--- src/sv/alc_pkg.sv ---
// ----------------------------------------------------------------------------
// alc_pkg
// types and constants shared by the associated legendre column unit
// ----------------------------------------------------------------------------
package alc_pkg;

  localparam int RR_W   = 20;            // numerator / denominator of a root ratio
  localparam int DIV_W  = RR_W + 64;     // quotient of num * 2^64 / den
  localparam int ROOT_W = DIV_W / 2;     // integer root of the quotient
  localparam int SQ_IN_W = 61;           // plain square root radicand

  localparam logic [63:0] INV_SQRT_4PI = 64'd1211587905;

  localparam logic [1:0] REG_ORDER_M      = 2'd0;
  localparam logic [1:0] REG_DEGREE_COUNT = 2'd1;
  localparam logic [1:0] REG_NORM_MODE    = 2'd2;

  typedef enum logic [1:0] {SH_RAW, SH_60, SH_32, SH_30} mul_shift_t;

  typedef struct packed {
    logic       start;
    logic       neg;
    mul_shift_t shift;
  } mul_req_t;

  typedef struct packed {
    logic start;
    logic sqrt_only;
  } root_req_t;

  typedef struct packed {
    logic busy;
    logic done;
  } unit_rsp_t;

  typedef enum logic [1:0] {RP_IDLE, RP_DIV, RP_SQRT} root_phase_t;

  typedef enum logic [4:0] {
    S_IDLE, S_XSQ, S_XSQ_W, S_SIN_W, S_PW, S_PW_W, S_F0, S_F0R_W, S_F0M_W,
    S_F, S_FR_W, S_FM_W, S_MAG, S_MAG_W, S_EMIT, S_P1, S_P1R_W, S_P1T_W,
    S_P1M_W, S_REC, S_RA_W, S_RB_W, S_S1_W, S_S2_W, S_RM_W
  } seq_state_t;

endpackage

--- src/sv/alc_root.sv ---
// ----------------------------------------------------------------------------
// alc_root
// bit-serial floor(sqrt(num * 2^64 / den)) by restoring division followed by
// a digit-by-digit square root; also a plain square root of a radicand
// ----------------------------------------------------------------------------
module alc_root import alc_pkg::*; (
  input  logic                clk,
  input  logic                rst,
  input  root_req_t           req,
  input  logic [RR_W-1:0]     num,
  input  logic [RR_W-1:0]     den,
  input  logic [SQ_IN_W-1:0]  rad,
  output unit_rsp_t           rsp,
  output logic [ROOT_W-1:0]   root
);

  localparam logic [6:0] DIV_LAST  = 7'(DIV_W - 1);
  localparam logic [6:0] SQRT_LAST = 7'(ROOT_W - 1);

  root_phase_t         phase;
  logic [6:0]          cnt;
  logic                done;
  logic [DIV_W-1:0]    work;
  logic [RR_W-1:0]     den_r;
  logic [RR_W-1:0]     rem_d;
  logic [ROOT_W+2:0]   rem_s;
  logic [ROOT_W-1:0]   rt;
  logic [RR_W:0]       rem2;
  logic                ge_d;
  logic [RR_W:0]       diff_d;
  logic [ROOT_W+2:0]   remv;
  logic [ROOT_W+2:0]   trial;
  logic                ge_s;

  always_comb begin
    rem2   = {rem_d, work[DIV_W-1]};
    ge_d   = rem2 >= {1'b0, den_r};
    diff_d = rem2 - {1'b0, den_r};
    remv   = {rem_s[ROOT_W:0], work[DIV_W-1:DIV_W-2]};
    trial  = {1'b0, rt, 2'b01};
    ge_s   = remv >= trial;
  end

  always_ff @(posedge clk) begin
    if (rst) begin
      phase <= RP_IDLE;
      cnt   <= 7'd0;
      done  <= 1'b0;
    end else begin
      done <= 1'b0;
      unique case (phase)
        RP_IDLE: begin
          if (req.start) begin
            cnt <= 7'd0;
            if (req.sqrt_only) begin
              phase <= RP_SQRT;
            end else if (den == '0) begin
              done <= 1'b1;
            end else begin
              phase <= RP_DIV;
            end
          end
        end
        RP_DIV: begin
          if (cnt == DIV_LAST) begin
            phase <= RP_SQRT;
            cnt   <= 7'd0;
          end else begin
            cnt <= cnt + 7'd1;
          end
        end
        RP_SQRT: begin
          if (cnt == SQRT_LAST) begin
            phase <= RP_IDLE;
            done  <= 1'b1;
          end else begin
            cnt <= cnt + 7'd1;
          end
        end
        default: phase <= RP_IDLE;
      endcase
    end
  end

  always_ff @(posedge clk) begin
    case (phase)
      RP_IDLE: begin
        if (req.start) begin
          den_r <= den;
          rem_d <= '0;
          rem_s <= '0;
          rt    <= '0;
          if (req.sqrt_only) begin
            work <= {{(DIV_W-SQ_IN_W){1'b0}}, rad};
          end else begin
            work <= {num, 64'd0};
          end
        end
      end
      RP_DIV: begin
        rem_d <= ge_d ? diff_d[RR_W-1:0] : rem2[RR_W-1:0];
        work  <= {work[DIV_W-2:0], ge_d};
      end
      RP_SQRT: begin
        rem_s <= ge_s ? remv - trial : remv;
        rt    <= {rt[ROOT_W-2:0], ge_s};
        work  <= {work[DIV_W-3:0], 2'b00};
      end
      default: ;
    endcase
  end

  assign rsp.busy = phase != RP_IDLE;
  assign rsp.done = done;
  assign root     = rt;

endmodule

--- config.mk ---
export PLATFORM = sky130hd
export DESIGN_NAME = alc_root
export DESIGN_NICKNAME = d
export VERILOG_FILES = /design/src/sv/alc_pkg.sv /design/src/sv/alc_root.sv
export SDC_FILE = /design/constraint.sdc
export NUM_CORES = 1
export LEC_CHECK = 0
export BUFFER_PORTS_ARGS = -buffer_cell sky130_fd_sc_hd__buf_2
export CAP_MARGIN = 20
export CELL_PAD_IN_SITES_DETAIL_PLACEMENT = 1
export CELL_PAD_IN_SITES_GLOBAL_PLACEMENT = 2
export CORE_MARGIN = 2
export CORE_UTILIZATION = 30
export CTS_CLUSTER_DIAMETER = 150
export CTS_CLUSTER_SIZE = 30
export DETAILED_ROUTE_END_ITERATION = 16
export GPL_ROUTABILITY_DRIVEN = 0
export GPL_TIMING_DRIVEN = 0
export HOLD_SLACK_MARGIN = 0.12
export MAX_ROUTING_LAYER = met4
export PLACE_DENSITY = 0.74
export SYNTH_ARGS = -nofsm -noshare
export SYNTH_HDL_FRONTEND = slang
export SYNTH_SLANG_ARGS = --single-unit
--- constraint.sdc ---
create_clock -name clk -period 20.1 [get_ports clk]
set_input_delay 4.02 -clock clk [delete_from_list [all_inputs] [get_ports clk]]
set_output_delay 4.02 -clock clk [all_outputs]
set_load 0.02 [all_outputs]
==> out/qor.csv <==
stage,metric,value,unit
run_status,status,"complete, no violations",
floorplanning,die_h,213,µm
grt,grt_start_max_net_pins,32,
detailed_routing,first_pass_iters,5,
detailed_routing,wire_per_inst,18.2,µm
detailed_routing,drc,0,
floorplanning,die_area,45600,µm²
setup_path,r2r-end,rem_s[22],
sta,finalSetupViolations,0,
detailed_routing,vias,10700,
sta,fmax,175,MHz
power,peakVddDrop,0.0581,mV
setup_path,critPathCaptureType,primary output,
setup_path,criticalPathCategory,reg -> out,
synth,yosysSeqAreaShare,49.2,%
grt,antenna_found_initial,16,
clocking,cts_buffers,11,
setup_path,cp_common_cell,inv_1,
final_layout,n_fill_cell,5082,
job,cap_violations,0,
detailed_routing,wirelength,38700,µm
setup_path,reg2reg_from,root[0],
synth,syn_inst,1349,
sta,tns,0,ps
grt,grtUsageTotal,17.6,%
setup_path,critPathCapture,rsp[1],
setup_path,cp_cell_sequence,inv_1 -> ha_1 -> inv_1 -> buf_2,
grt,grt_pass1_wl,61800,µm
setup_path,critical_path_arrival,1680,ps
detailed_routing,drt-initial-drc-count,621,
clocking,cts_sinks,219,
sta,worst_pin_slew,829,ps
clocking,clock_latency,490,ps
placement,port_buffers,148,
setup_path,critPathMaxStageDelay,420,ps
setup_path,r2r_cells,12,
synth,ys_ff_latch,219,
setup_path,startpoint,phase[1],
synth,ys_top_cells_by_area,"edfxtp_1 48%, ha_1 6.7%, nand2_1 5.9%, a22oi_1 4.5%, a21oi_1 3.6%",
sta,finalCritPeriodShare,28.4,%
clocking,cts_resized,0,
detailed_routing,vias_per_cell,5.03,
sta,slew_headroom,44.7,%
synth,synth_area,13200,µm²
floorplanning,core,43200,µm²
floorplanning,ios,149,
worst_hold_path,hold_class,reg -> reg,
clocking,cts_tree,yes,
setup_path,path_max_fanout,7,
synth,synth.net_count,1525,
synth,synth.yosys.warnings,0,
final_layout,nNetsFinal,1693,
sta,finalHoldViolCount,0,
setup_path,cp_slowest_cell,ha_1,
synth,ys.flop_type,edfxtp_1,
power,finalPower,2.87,mW
grt,grt_pass1_vias,11300,
sta,skew,31.5,ps
synth,synthDominantCellAreaShare,47.7,%
setup_path,cp-start-kind,flop,
synth,netlist.top_cell.by_area,edfxtp_1,
setup_path,required,16080,ps
sta,rsz0062_at_grt,false,
power,power_density,190,nW/µm²
clocking,cts_hold_buf,0,
setup_path,r2r_slack,16410,ps
synth,synth-edff-count,209,
sta,finalCriticalPeriod,5700,ps
synth,synth.distinct_cells,71,
final_layout,synthToLayoutAreaGrowth,15.1,%
synth,syn_avg_cell_area,9.75,µm²
power,p_leak,6.25,nW
clocking,post_cts_buffers,0,
floorplanning,rows,76,
synth,async_flop_share,0,%
final_layout,layout-drive-gt1-share,13.4,%
clocking,clkTransAtPathRegs,120,ps
clocking,htree_num_levels,1,
sta,drv_slew,0,
clocking,cts_buffer_depth,3,
placement,hpwlAfterDp,29300,µm
floorplanning,die_w,213,µm
floorplanning,initial_core_util,30.5,%
grt,grt-ovfl-total,0,
detailed_routing,ant_nets,0,
clocking,cts-root-buf,clkbuf_16,
[worst max-delay path: cells and delay by family (launching register included)]
family / cells / cell delay, ps
flops: 1 / 370
buf+inv: 3 / 390
fa+ha+maj: 1 / 420
[Yosys cell counts (13+ instances only)]
library cell	count
o21ai_0	68
edfxtp_1	209
nand3_1	48
ha_1	70
a21o_1	35
xnor2_1	32
a22oi_1	79
mux2i_1	14
o211ai_1	13
inv_1	91
a21oi_1	95
xor2_1	23
nor3_1	14
a211oi_1	18
nand2_1	206
clkbuf_1	46
nor2_1	101
[cells by family after synthesis]
| family | Yosys count | share of synthesized area, % |
|---|---|---|
| AOI/OAI and AO/OA | 388 | 19.6 |
| muxes | 14 | 1.07 |
| and+or+nand+nor | 441 | 14.8 |
| DFF | 219 | 49.2 |
| xor gates and xnor gates | 55 | 3.66 |
| adders and majority gates | 71 | 6.81 |
| buffers and inverters | 161 | 4.90 |
[layout by cell type, fill, tap and decap left out, types with 14 or more instances in the layout]
cell,netlist,layout
a211oi_1,18,18
a21o_1,35,35
a21oi_1,95,94
a22oi_1,79,79
buf_2,5,153
clkbuf_1,46,48
diode_2,0,16
edfxtp_1,209,209
ha_1,70,70
inv_1,91,91
mux2i_1,14,14
nand2_1,206,206
nand3_1,48,48
nor2_1,101,101
nor3_1,14,14
o21ai_0,68,66
xnor2_1,32,32
xor2_1,23,23
[worst min path at each step]
stage	startpoint	end	cells after the start
global placement	cnt[1]	cnt[1]	2
detailed placement	cnt[6]	cnt[6]	2
floorplan	cnt[6]	cnt[6]	2
CTS	work[11]	work[13]	2
finish	work[25]	work[27]	2
global route	work[25]	work[27]	2
[metrics by stage]
stage | setup slack (ps) | utilization [%] | hold slack, ps | instances | cell area, µm²
after floorplan | 10890 | - | 493 | 1349 | 13200
after global placement | 8020 | 33.9 | 514 | 2082 | 14600
after detailed placement | 14310 | 34.3 | 526 | 2089 | 14800
after CTS | 14340 | 35.0 | 557 | 2104 | 15100
after global routing | 14300 | 35.1 | 586 | 2120 | 15100
final | 14400 | 35.1 | 554 | 2120 | 15100
[where the power goes]
group          internal [mW]  switching, mW
sequential             0.791          0.118
clock                  0.105          0.157
combinational          0.620           1.08
total                   1.52           1.36
[flip-flops by register name, indices dropped and copies added (netlist names)]
register and flops:
cnt 7, rem_s 43, den_r 20, root 42, done 1, rem_d 20, work 84, phase 2
[area by class of cell]
cell class	count	area [µm²]	share of cell area [%]
diodes	16	40.0	0.264
well taps	585	732	4.83
clock inverters	2	27.5	0.182
inverters	93	349	2.30
flip-flops and latches	219	6480	42.7
repair buffers	155	883	5.83
multi-input cells	969	6060	40.0
clock buffers	13	283	1.87
plain buffers	68	295	1.95
[routing by layer]
metal	share of wire, %	vias to the layer above	GRT usage [%]
li1	-	5260	-
met1	47	5232	23.1
met2	47	140	29.0
met3	4.6	22	3.37
met4	0.98	0	2.30
met5	0	-	-
No activity file was read; power rests on OpenSTA's default activity.
