--- config.mk ---
export PLATFORM = sky130hd
export DESIGN_NAME = alc_mul
export DESIGN_NICKNAME = d
export VERILOG_FILES = /design/src/sv/alc_pkg.sv /design/src/sv/alc_mul.sv
export SDC_FILE = /design/constraint.sdc
export NUM_CORES = 2
export LEC_CHECK = 0
export ABC_CLOCK_PERIOD_IN_PS = 21800
export BUFFER_PORTS_ARGS = -buffer_cell sky130_fd_sc_hd__buf_4
export CORE_ASPECT_RATIO = 1.75
export CORE_MARGIN = 4
export CORE_UTILIZATION = 68
export DETAILED_ROUTE_END_ITERATION = 7
export PLACE_DENSITY = 0.95
export SLEW_MARGIN = 20
export SYNTH_ARGS = -nofsm -noshare
export SYNTH_HDL_FRONTEND = slang
export SYNTH_SLANG_ARGS = --single-unit
--- constraint.sdc ---
create_clock -name clk -period 21.8 [get_ports clk]
set_clock_uncertainty 0.1 [all_clocks]
set_input_delay 2.18 -clock clk [delete_from_list [all_inputs] [get_ports clk]]
set_output_delay 2.18 -clock clk [all_outputs]
set_load 0.05 [all_outputs]
--- src/sv/alc_pkg.sv ---
// ----------------------------------------------------------------------------
// alc_pkg
// types and constants shared by the associated legendre column unit
// ----------------------------------------------------------------------------
package alc_pkg;

  localparam int RR_W   = 20;            // numerator / denominator of a root ratio
  localparam int DIV_W  = RR_W + 64;     // quotient of num * 2^64 / den
  localparam int ROOT_W = DIV_W / 2;     // integer root of the quotient
  localparam int SQ_IN_W = 61;           // plain square root radicand

  localparam logic [63:0] INV_SQRT_4PI = 64'd1211587905;

  localparam logic [1:0] REG_ORDER_M      = 2'd0;
  localparam logic [1:0] REG_DEGREE_COUNT = 2'd1;
  localparam logic [1:0] REG_NORM_MODE    = 2'd2;

  typedef enum logic [1:0] {SH_RAW, SH_60, SH_32, SH_30} mul_shift_t;

  typedef struct packed {
    logic       start;
    logic       neg;
    mul_shift_t shift;
  } mul_req_t;

  typedef struct packed {
    logic start;
    logic sqrt_only;
  } root_req_t;

  typedef struct packed {
    logic busy;
    logic done;
  } unit_rsp_t;

  typedef enum logic [1:0] {RP_IDLE, RP_DIV, RP_SQRT} root_phase_t;

  typedef enum logic [4:0] {
    S_IDLE, S_XSQ, S_XSQ_W, S_SIN_W, S_PW, S_PW_W, S_F0, S_F0R_W, S_F0M_W,
    S_F, S_FR_W, S_FM_W, S_MAG, S_MAG_W, S_EMIT, S_P1, S_P1R_W, S_P1T_W,
    S_P1M_W, S_REC, S_RA_W, S_RB_W, S_S1_W, S_S2_W, S_RM_W
  } seq_state_t;

endpackage

--- src/sv/alc_mul.sv ---
// ----------------------------------------------------------------------------
// alc_mul
// 64x64 magnitude multiplier from four 32x32 partial products, with
// round to nearest, right shift and clamp to 2^62 in the shifting modes, and sign
// ----------------------------------------------------------------------------
module alc_mul import alc_pkg::*; (
  input  logic               clk,
  input  logic               rst,
  input  mul_req_t           req,
  input  logic [63:0]        a_in,
  input  logic [63:0]        b_in,
  output unit_rsp_t          rsp,
  output logic signed [63:0] res
);

  localparam logic [63:0] MAG_LIMIT = 64'd1 << 62;

  logic [63:0]  a;
  logic [63:0]  b;
  logic         neg;
  mul_shift_t   sh;
  logic [127:0] acc;
  logic [2:0]   step;
  logic         busy;
  logic         done;
  logic [31:0]  opa;
  logic [31:0]  opb;
  logic [63:0]  part;
  logic [127:0] part_sh;
  logic [127:0] rnd_add;
  logic [127:0] rsum;
  logic [127:0] shifted;
  logic [63:0]  mag;

  always_comb begin
    case (step)
      3'd0: begin opa = a[31:0];  opb = b[31:0];  end
      3'd1: begin opa = a[31:0];  opb = b[63:32]; end
      3'd2: begin opa = a[63:32]; opb = b[31:0];  end
      default: begin opa = a[63:32]; opb = b[63:32]; end
    endcase
    part = 64'(opa) * 64'(opb);
    case (step)
      3'd0: part_sh = {64'd0, part};
      3'd1, 3'd2: part_sh = {32'd0, part, 32'd0};
      default: part_sh = {part, 64'd0};
    endcase
  end

  always_comb begin
    unique case (sh)
      SH_60: rnd_add = 128'd1 << 59;
      SH_32: rnd_add = 128'd1 << 31;
      SH_30: rnd_add = 128'd1 << 29;
      default: rnd_add = 128'd0;
    endcase
    rsum = acc + rnd_add;
    unique case (sh)
      SH_60: shifted = rsum >> 60;
      SH_32: shifted = rsum >> 32;
      SH_30: shifted = rsum >> 30;
      default: shifted = rsum;
    endcase
    if (sh == SH_RAW) begin
      mag = shifted[63:0];
    end else if ((|shifted[127:64]) || shifted[63:0] > MAG_LIMIT) begin
      mag = MAG_LIMIT;
    end else begin
      mag = shifted[63:0];
    end
  end

  always_ff @(posedge clk) begin
    if (rst) begin
      busy <= 1'b0;
      done <= 1'b0;
      step <= 3'd0;
    end else begin
      done <= 1'b0;
      if (req.start) begin
        busy <= 1'b1;
        step <= 3'd0;
      end else if (busy) begin
        if (step == 3'd4) begin
          busy <= 1'b0;
          done <= 1'b1;
        end else begin
          step <= step + 3'd1;
        end
      end
    end
  end

  always_ff @(posedge clk) begin
    if (req.start) begin
      a   <= a_in;
      b   <= b_in;
      neg <= req.neg;
      sh  <= req.shift;
      acc <= '0;
    end else if (busy) begin
      if (step == 3'd4) begin
        res <= neg ? -$signed(mag) : $signed(mag);
      end else begin
        acc <= acc + part_sh;
      end
    end
  end

  assign rsp.busy = busy;
  assign rsp.done = done;

endmodule

==> results of run 1 <==
## synth_stat cells (24+ instances only)
master	n	share of area [%]
nand2b_1	33	0.35
xor2_1	112	1.7
a211oi_1	47	0.59
and4_1	27	0.40
o21a_1	24	0.30
mux2_2	65	1.2
nor2_1	875	5.5
a21o_1	117	1.5
nand4_1	98	1.0
o21bai_1	54	0.68
fa_1	897	30
mux2i_1	74	1.2
nand2_1	721	4.6
or4_1	25	0.32
dfxtp_1	133	4.5
ha_1	399	8.4
and2_1	44	0.46
edfxtp_1	195	9.9
o31ai_1	34	0.43
o211ai_1	30	0.38
o21ai_0	190	1.6
o22ai_1	55	0.58
nor4_1	52	0.55
a21oi_1	461	3.9
or3_1	33	0.35
nor2b_1	29	0.31
and3_1	60	0.63
inv_1	1000	6.3
nand3_1	113	0.95
a31oi_1	42	0.44
nor3_1	71	0.60
clkbuf_1	335	2.1
xnor2_1	189	2.8
## metrics by stage
| step | std cells | setup WS, ps |
|---|---|---|
| after floorplan | 6970 | 8340 |
| after global placement | 8090 | 5437 |
| after detailed placement | 8090 | 5082 |
| after CTS | 8160 | 4924 |
## logic make-up after synthesis
logic type | after synthesis | synth area share, %
adder cells (fa/ha/maj) | 1296 | 38.69
flip-flops | 328 | 14.36
AND/OR/NAND/NOR | 2251 | 17.10
multiplexers | 150 | 2.900
XOR/XNOR | 301 | 4.444
AO/OA/AOI/OAI | 1265 | 13.71
buffers and inverters | 1379 | 8.800
## layer usage
layer	overflow	track usage, %
met5	0	3.071
met4	19	73.77
met3	1	35.84
met2	31	89.73
met1	0	58.56
==> out/summary.txt, run 1 <==
status: stopped before the end
stopping stage: 5_1_grt
tool error: [ERROR GRT-0116] Global routing finished with congestion. Check the congestion regions in the DRC Viewer.
std cell rows: 143
PortBufs: 199
setup bufs post-CTS: 0
Die X: 231.3 um
Yosys reg bits: 328
dpl cell area: 0.06210 mm^2
syn avg cell area: 8.511 um^2
Die H: 398.7 um
clock buffers created by TritonCTS: 39
GRT overflow: 51
Top Ports: 200
clk root buf: clkbuf_16
first-pass GRT wire length: 429,400 um
post-synthesis cell count: 6,970
async set or reset register ratio after synthesis: 0%
H-tree depth: 2
# resized after CTS: 0
register area share after synthesis: 14.36%
Synth Cell Area: 0.05932 mm^2
cts hold-fix bufs: 0
post-DP HPWL: 205,400 um
Top FF cell, synth: edfxtp_1
Yosys warnings: 0
GRT Total Usage: 63.34%
Routability Congestion: 1.147
Netlist cell types: 104
vias in the first global route: 65,030
largest net degree at the start of global routing: 84
Initial Utilization: 68.36%
EDFF count, synth: 195
clk buf depth: 3
CTS Sinks: 328
syn nets: 8,400
==> run 2: changes to the inputs <==
--- a/config.mk
+++ b/config.mk
@@ -7,11 +7,10 @@
 export LEC_CHECK = 0
 export ABC_CLOCK_PERIOD_IN_PS = 21800
 export BUFFER_PORTS_ARGS = -buffer_cell sky130_fd_sc_hd__buf_4
-export CORE_ASPECT_RATIO = 1.75
 export CORE_MARGIN = 4
-export CORE_UTILIZATION = 68
+export CORE_UTILIZATION = 40
 export DETAILED_ROUTE_END_ITERATION = 7
-export PLACE_DENSITY = 0.95
+export PLACE_DENSITY_LB_ADDON = 0.15
 export SLEW_MARGIN = 20
 export SYNTH_ARGS = -nofsm -noshare
 export SYNTH_HDL_FRONTEND = slang
==> out/summary.txt, run 2 <==
status: complete, no violations
area leader, netlist: fa_1
clk buf depth: 3 (unchanged)
Skew-Pair Late Insertion Delay: 660 ps
critical path launch point type: register
syn nets: 8,400 (unchanged)
hold depth: 2
CTS Sinks: 328 (unchanged)
Die X: 393.1 um (+70%)
Synth Cell Area: 0.05932 mm^2 (unchanged)
Worst EP required: 22,210 ps
vias in the first global route: 51,760
reg-to-reg endpoint: acc[126]
Netlist cell types: 104 (unchanged)
share of cells above drive strength 1: 8.145%
Setup-failing EPs final: 0
max-cap violation count: 0
Top Ports: 200 (unchanged)
std cell rows: 141 (-1.4%)
top-count cell post-synth: inv_1
Largest register FFs: 128
GRT Total Usage: 29.77%
commonest non-fill, non-tap cells in the layout: inv_1 (999), fa_1 (897), nor2_1 (872), nand2_1 (721), a21oi_1 (460)
Initial DRC Count: 5,216
final hold slack: 385.1 ps
async set or reset register ratio after synthesis: 0% (unchanged)
Final WS setup: 4743 ps
Finished Cell Area: 0.06442 mm^2
Vias/cell: 5.882
ranking of synthesized cells by area: fa_1 (30%), edfxtp_1 (9.9%), ha_1 (8.4%)
RSZ-0062 raised after global routing: no
area of the core: 0.1475 mm^2
EDFF count, synth: 195 (unchanged)
Hold Path Class: reg2reg
Synth top area share: 30.27% (unchanged)
drt total wl: 232,500 um
fin nets: 8,370
commonest cells in the netlist: inv_1 (1,000), fa_1 (897), nor2_1 (875), nand2_1 (721), a21oi_1 (461)
CP peak stage delay: 960 ps
Setup TNS: 0 ps
critical path arrival: 17,470 ps
setup slack, reg-to-reg: 4740 ps
largest net degree at the start of global routing: 80
cts hold-fix bufs: 0 (unchanged)
clk root buf: clkbuf_16
most common cell after layout, fill and taps aside: inv_1
Slowest-stage cell, CP: mux2i_4
initial antenna violation count: 12
Reg2Reg Depth: 43
Top FF cell, synth: edfxtp_1
Filler Cells Inserted: 14,720
wire per inst: 26.10 um
register area share after synthesis: 14.36% (unchanged)
Place WS: 4910 ps (-172.0 ps)
H-tree depth: 2 (unchanged)
CP Class: reg2reg
Routability Congestion: 0.9830 (-14%)
post-synthesis cell count: 6,970 (unchanged)
final hold violations: 0
PortBufs: 199 (unchanged)
dpl cell area: 0.06291 mm^2 (+1.3%)
Period minus WS final: 17,060 ps
routed vias: 52,400
CP delay by family, top: compound AO/OA/AOI/OAI gates
Initial Utilization: 40.22% (-28 points)
Yosys warnings: 0 (unchanged)
CP max FO: 42
TritonCTS clock tree: built
Reg with most FFs: acc
post-synthesis to final-layout area growth: 8.604%
Yosys reg bits: 328 (unchanged)
post-DP HPWL: 186,200 um (-9.3%)
Final period util: 78.24%
syn avg cell area: 8.511 um^2 (unchanged)
clock buffers created by TritonCTS: 43 (+10%)
Die H: 393.1 um (-1.4%)
setup bufs post-CTS: 0 (unchanged)
max_slew headroom: 13.68%
number of routed nets with antenna violations: 0
fin. max-slew vios: 0
crit end category: register
TritonRoute pass-1 iters: 6
number of remaining DRC errors: 0
first-pass GRT wire length: 341,900 um
# resized after CTS: 0 (unchanged)
WHS Endpoint: acc[5]
HP Start: acc[5]
GRT overflow: 0
Worst-Margin Slew: 1285 ps
Buf/Inv on CP: 6
Die ar.: 0.1545 mm^2
Reg clk slew, reported paths: 60 ps
maximum clock frequency: 58.63 MHz
most used cell, CP: fa_1
reg-to-reg critical path startpoint: step[0]
run 2: cell counts after synthesis:
No cell type changed its count.
run 2: metal layers:
metal | wire (um) | vias to the layer above | global-route usage, % | share of wire, %
li1 | - | 23020 | - | -
met1 | 98940 | 26550 | 41.95 | 43
met2 | 102200 | 2396 | 45.14 | 44
met3 | 21280 | 426 | 5.946 | 9.2
met4 | 9987 | 4 | 11.39 | 4.3
met5 | 34 | - | 0 | 0.015
run 2: logic make-up (layout without fill, tap and decap cells):
kind of cell | count (synthesis) | after routing | synth area share, %
other cells | 0 | 4 | 0
mux | 150 | 150 | 2.900
xor+xnor | 301 | 301 | 4.444
fa+ha+maj | 1296 | 1296 | 38.69
buf+inv | 1379 | 1383 | 8.800
compound gates | 1265 | 1265 | 13.71
flops | 328 | 328 | 14.36
simple gates | 2251 | 2251 | 17.10
run 2: through the flow:
step           utilization [%]  cells
6_report                 43.68   8908
2_1_floorplan                -   6970
3_5_place_dp             42.66   8823
3_3_place_gp             42.63   8823
5_1_grt                  43.67   8904
4_1_cts                  43.62   8902
run 2: area by class of cell:
type,instances,area (um^2),share of cell area [%]
Inverter,1003,3765,5.844
Tap cell,1930,2415,3.748
Sequential cell,328,8518,13.22
Multi-Input combinational cell,5263,45990,71.38
Clock inverter,22,275.3,0.4273
Antenna cell,4,10.01,0.01554
Timing Repair Buffer,301,2303,3.576
Clock buffer,57,1149,1.783
run 2: how the worst max path moves through the flow:
stage,startpoint,end,slack (ps),cells past startpoint
after detailed placement,step[0],acc[126],4910,43
after floorplan,step[0],acc[126],8340,51
after global routing,step[0],acc[126],3980,42
after global placement,step[0],acc[126],4980,44
final,step[0],acc[126],4740,43
after CTS,step[0],acc[126],4870,43
run 2: worst register-to-register path, delay by kind of cell (launching register included):
family,cells,cell delay (ps)
DFF,1,400
buffers and inverters,6,1060
xor gates and xnor gates,1,460
muxes,1,1000
adders and majority gates,11,5290
and+or+nand+nor,9,2410
AOI/OAI and AO/OA,15,6230
Power of run 2 is left out: the tool's default activity adds up to more than one toggle a clock period on the data nets, which glitch-free logic cannot reach.
